[src/hw/rtl/tpfifo_pkg.sv]
// shared types and constants for the two-level priority task fifo
// used by tpfifo_ctrl, tpfifo_dp and two_level_priority_task_fifo
package tpfifo_pkg;

  localparam int NORMAL_DEPTH  = 64;
  localparam int RECEIVE_DEPTH = 64;
  localparam int MAX_BUDGET    = 32;

  localparam int NPTR_W  = $clog2(NORMAL_DEPTH);
  localparam int RPTR_W  = $clog2(RECEIVE_DEPTH);
  localparam int NFILL_W = $clog2(NORMAL_DEPTH + 1);
  localparam int RFILL_W = $clog2(RECEIVE_DEPTH + 1);
  localparam int CNT_W   = $clog2(MAX_BUDGET + 1);
  localparam int CFG_W   = 6;
  localparam int WORD_W  = 32;

  localparam logic [CFG_W-1:0] BUDGET_RESET = CFG_W'(32);

  typedef enum logic [1:0] {
    CMD_POST_NORMAL  = 2'd0,
    CMD_POST_RECEIVE = 2'd1,
    CMD_DRAIN        = 2'd2,
    CMD_UNUSED       = 2'd3
  } command_t;

  typedef enum logic [1:0] {
    ST_OK      = 2'd0,
    ST_BUSY    = 2'd1,
    ST_INVALID = 2'd2,
    ST_EMPTY   = 2'd3
  } status_t;

  typedef enum logic [1:0] {
    S_IDLE,
    S_POST,
    S_DRAIN_RD,
    S_DRAIN_WR
  } state_t;

  typedef struct packed {
    logic latch_in;
    logic do_post;
    logic issue_pop;
    logic load_pop;
    logic load_empty;
  } ctrl_cmd_t;

  typedef struct packed {
    logic slot_free;
    logic both_empty;
    logic pop_last;
  } dp_sts_t;

endpackage

[src/hw/rtl/tpfifo_ctrl.sv]
// controller state machine for the two-level priority task fifo
// depends on tpfifo_pkg
module tpfifo_ctrl (
  input  logic                  clk,
  input  logic                  rst_n,
  input  logic                  in_valid,
  input  logic [1:0]            in_command,
  output logic                  in_stall,
  input  tpfifo_pkg::dp_sts_t   sts,
  output tpfifo_pkg::ctrl_cmd_t cmd
);

  tpfifo_pkg::state_t state_r;
  tpfifo_pkg::state_t state_nxt;
  tpfifo_pkg::command_t in_cmd;

  assign in_cmd = tpfifo_pkg::command_t'(in_command);

  always_ff @(posedge clk) begin
    if (!rst_n) begin
      state_r <= tpfifo_pkg::S_IDLE;
    end else begin
      state_r <= state_nxt;
    end
  end

  always_comb begin
    state_nxt = state_r;
    unique case (state_r)
      tpfifo_pkg::S_IDLE: begin
        if (in_valid) begin
          unique case (in_cmd)
            tpfifo_pkg::CMD_POST_NORMAL,
            tpfifo_pkg::CMD_POST_RECEIVE: state_nxt = tpfifo_pkg::S_POST;
            tpfifo_pkg::CMD_DRAIN:        state_nxt = tpfifo_pkg::S_DRAIN_RD;
            default:                      state_nxt = tpfifo_pkg::S_IDLE;
          endcase
        end
      end
      tpfifo_pkg::S_POST: begin
        if (sts.slot_free) state_nxt = tpfifo_pkg::S_IDLE;
      end
      tpfifo_pkg::S_DRAIN_RD: begin
        if (!sts.both_empty) begin
          state_nxt = tpfifo_pkg::S_DRAIN_WR;
        end else if (sts.slot_free) begin
          state_nxt = tpfifo_pkg::S_IDLE;
        end
      end
      tpfifo_pkg::S_DRAIN_WR: begin
        if (sts.slot_free) begin
          state_nxt = sts.pop_last ? tpfifo_pkg::S_IDLE : tpfifo_pkg::S_DRAIN_RD;
        end
      end
      default: state_nxt = tpfifo_pkg::S_IDLE;
    endcase
  end

  always_comb begin
    cmd      = '0;
    in_stall = 1'b1;
    unique case (state_r)
      tpfifo_pkg::S_IDLE: begin
        in_stall     = 1'b0;
        cmd.latch_in = in_valid;
      end
      tpfifo_pkg::S_POST: begin
        cmd.do_post = sts.slot_free;
      end
      tpfifo_pkg::S_DRAIN_RD: begin
        cmd.issue_pop  = !sts.both_empty;
        cmd.load_empty = sts.both_empty && sts.slot_free;
      end
      tpfifo_pkg::S_DRAIN_WR: begin
        cmd.load_pop = sts.slot_free;
      end
      default: begin
        in_stall = 1'b1;
      end
    endcase
  end

endmodule

[config.mk]
export PLATFORM = sky130hd
export DESIGN_NAME = tpfifo_ctrl
export DESIGN_NICKNAME = d
export VERILOG_FILES = /design/src/hw/rtl/tpfifo_pkg.sv /design/src/hw/rtl/tpfifo_ctrl.sv
export SDC_FILE = /design/constraint.sdc
export NUM_CORES = 1
export LEC_CHECK = 0
export ABC_AREA = 1
export ABC_CLOCK_PERIOD_IN_PS = 1500
export BUFFER_PORTS_ARGS = -buffer_cell sky130_fd_sc_hd__buf_4
export CAP_MARGIN = 15
export CORE_AREA = 2 2 39 41
export DETAILED_ROUTE_END_ITERATION = 16
export DIE_AREA = 0 0 41 43
export GPL_ROUTABILITY_DRIVEN = 0
export PLACE_DENSITY = 0.44
export SYNTH_ARGS = -nofsm -noshare
export SYNTH_HDL_FRONTEND = slang
export SYNTH_SLANG_ARGS = --single-unit
[constraint.sdc]
create_clock -name clk -period 1.5 [get_ports clk]
set_input_delay 0.15 -clock clk [delete_from_list [all_inputs] [get_ports clk]]
set_output_delay 0.15 -clock clk [all_outputs]
set_load 0.03 [all_outputs]
==> key figures <==
Status
  • Outcome: finished, final reports clean

Die
  • Core ar.: between 1000 and 1500 sq um
  • Rows: 14
  • Die Footprint: between 1500 and 2000 sq um
  • Die Width: ~41 um
  • Initial Util: about an eighth
  • IO Pins: 14
  • Die Y: 43 um

Clock network
  • Post-CTS Setup Bufs: 0
  • Sink Count: 2
  • Cts repair resizes: 0
  • CTS tree: done
  • CTS H-tree depth: 1
  • Reg clk slew, reported paths: around 30 ps
  • Clock tree buffer depth: 2
  • Hold_buf cts: 0
  • Later-pin clock latency in the skew report: between 200 and 250 ps
  • CTS Buf Count: 3
  • Root Driver: clkbuf_4

Pwr
  • Peak supply drop: about 0.18 mV
  • NetSw: slightly above 0.08 mW
  • Lkg Pwr: about 0.18 nW
  • Sw Ratio: a little under a third
  • P_int: approximately 0.18 mW
  • Clock share of power: 44.7%
  • Comb pwr share: 30.9%
  • Pwr dens: just over 800 nW/um^2
  • Power share of the sequential group: 24.5%

Synthesis
  • Top area cells in the synthesized netlist: dfxtp_1 (22%), inv_1 (17%), nand2_1 (14%)
  • Mapped cell area: 181.4 sq um
  • YS warnings: 0
  • Largest area contributor in the netlist: dfxtp_1
  • Mapped Nets: 41
  • Post-synthesis cell type count: 11
  • Post-synthesis register bit count: 2
  • Syn avg cell area: approximately 5.5 sq um
  • Post-synth top area share: around 22%
  • Sequential share of the synthesized area: between 20% and 30%
  • Gate Count Post-Synth: 33

Timing
  • Clock skew: ~2.7 ps
  • Period utilisation layout: 86.85%
  • Final setup viols: 0
  • Worst-Margin Slew: roughly 240 ps
  • Final Max Tran Viols: 0
  • Fin. Hold Viols: 0
  • Max-slew headroom: a little over four fifths
  • Fin crit period: between 1000 and 1500 ps
  • RSZ-0062 raised after global routing: no
  • Fmax: about 770 MHz
  • Setup TNS: 0 ps

Route
  • Initial DRC Count: 0
  • Post-Route WL: 465 um
  • Via density: 3.692
  • Post-route ant nets: 0
  • First drt pass iteration count: 1
  • DR WL/cell: between 7 and 8 um
  • Vias: 240
  • DRC: 0

Layout
  • Layout cell share with drive strength beyond 1: 40.82%
  • Synth-to-Final Area Change: 77.24%
  • Seq. cell area: 40.04 sq um
  • Non-Filler Instances: 65
  • Biggest regs: state_r (2)
  • Antenna diode count: 0
  • Multi-input logic area: 107.6 sq um
  • Final Net Count: ~60
  • Fillers: ~160
  • Number of flip-flops in the largest register: 2
  • Top reg by flops: state_r

Worst setup path
  • Critical Path RT: about 1400 ps
  • Crit path kind: flip-flop to output port
  • Setup crit end kind: output port
  • CP arrival: approximately 1200 ps
  • Crit Path Max Fanout: 7
  • Startpoint class of the critical path: flip-flop

Run
  • Max cap viols: 0

Placement
  • DP Wirelength: 388.9 um
  • I/O Buffers: 13
  • Placed Cells incl. Taps: 62

GRT
  • Vias in the first global route: a little over 200
  • GRT Total Usage: around 6.4%
  • Initial antenna violation count: 0
  • First-pass GRT wire length: a little under 700 um
  • Total grt overflow: 0
  • Largest net degree at the start of global routing: 8

Min path
  • Min-Delay Path Class: input port to flip-flop
power groups by stage:
stage	clock network, mW	logic, mW	registers [mW]
after floorplan	0	0.0501	0.0640
after global placement	0	0.0829	0.0648
after detailed placement	0	0.0825	0.0651
after CTS	0.127	0.0828	0.0644
after global routing	0.128	0.0890	0.0658
final	0.118	0.0813	0.0644
per-layer routing:
metal  GRT usage [%]  part of all wire (%)  up-vias
met5               0                     0        -
met4           8.000                     0        0
met3           3.141                   7.5        0
met2           9.063                    53        6
met1           5.414                    39      100
li1                -                     -      134
worst paths after layout:
check | startpoint | to | slack, ps | depth (start not counted)
setup / recovery | state_r[0]$_SDFFE_PN0P_ | cmd[1] | 200 | 3
hold / removal | rst_n | state_r[0]$_SDFFE_PN0P_ | 180 | 3
setup reg to reg | state_r[1]$_SDFFE_PN0P_ | state_r[0]$_SDFFE_PN0P_ | 550 | 6
hold reg to reg | state_r[1]$_SDFFE_PN0P_ | state_r[0]$_SDFFE_PN0P_ | 610 | 2
cells in the final DEF (no fill, tap or decap):
cell type / instances
dfxtp_1: 2
inv_2: 1
nor2_2: 2
a21oi_1: 1
buf_4: 13
clkbuf_4: 3
nand2_1: 7
a21oi_2: 1
nor3_1: 3
nor2_1: 2
inv_1: 8
nand3b_1: 1
nand3_1: 5
per-stage QoR:
step	hold WS, ps	util [%]	power (mW)	cell area [sq um]	worst slack, ps
floorplan	290.2	-	0.1141	181.4	131.1
global placement	401.1	21.61	0.1477	299.0	448.0
detailed placement	410.3	21.61	0.1476	299.0	423.0
CTS	171.7	23.24	0.2746	321.6	178.3
global route	199.3	23.24	0.2831	321.6	76.54
finish	177.2	23.24	0.2634	321.6	197.3
cells in the mapped netlist:
cell type / count
a21oi_1: 1
a21oi_2: 1
dfxtp_1: 2
inv_1: 8
inv_2: 1
nand2_1: 7
nand3_1: 5
nand3b_1: 1
nor2_1: 2
nor2_2: 2
nor3_1: 3
logic make-up (layout without fill, tap and decap cells):
family,count (synthesis),count (layout),synth area share (%)
AND/OR/NAND/NOR,20,20,51.72
flip-flops,2,2,22.07
buffers and inverters,9,25,18.62
AO/OA/AOI/OAI,2,2,7.584
worst max-delay path: stages (launching register included):
cell     delay (ps)
dfxtp_1         440
inv_1           100
nor3_1          200
buf_4           190
area by class of cell:
| cell class | instances | area share (%) |
|---|---|---|
| Sequential cell | 2 | 12.45 |
| Tap cell | 16 | 6.226 |
| Multi-Input combinational cell | 22 | 33.46 |
| Clock buffer | 3 | 7.004 |
| Inverter | 9 | 10.51 |
| Timing Repair Buffer | 13 | 30.35 |
No activity file was read; power rests on OpenSTA's default activity.
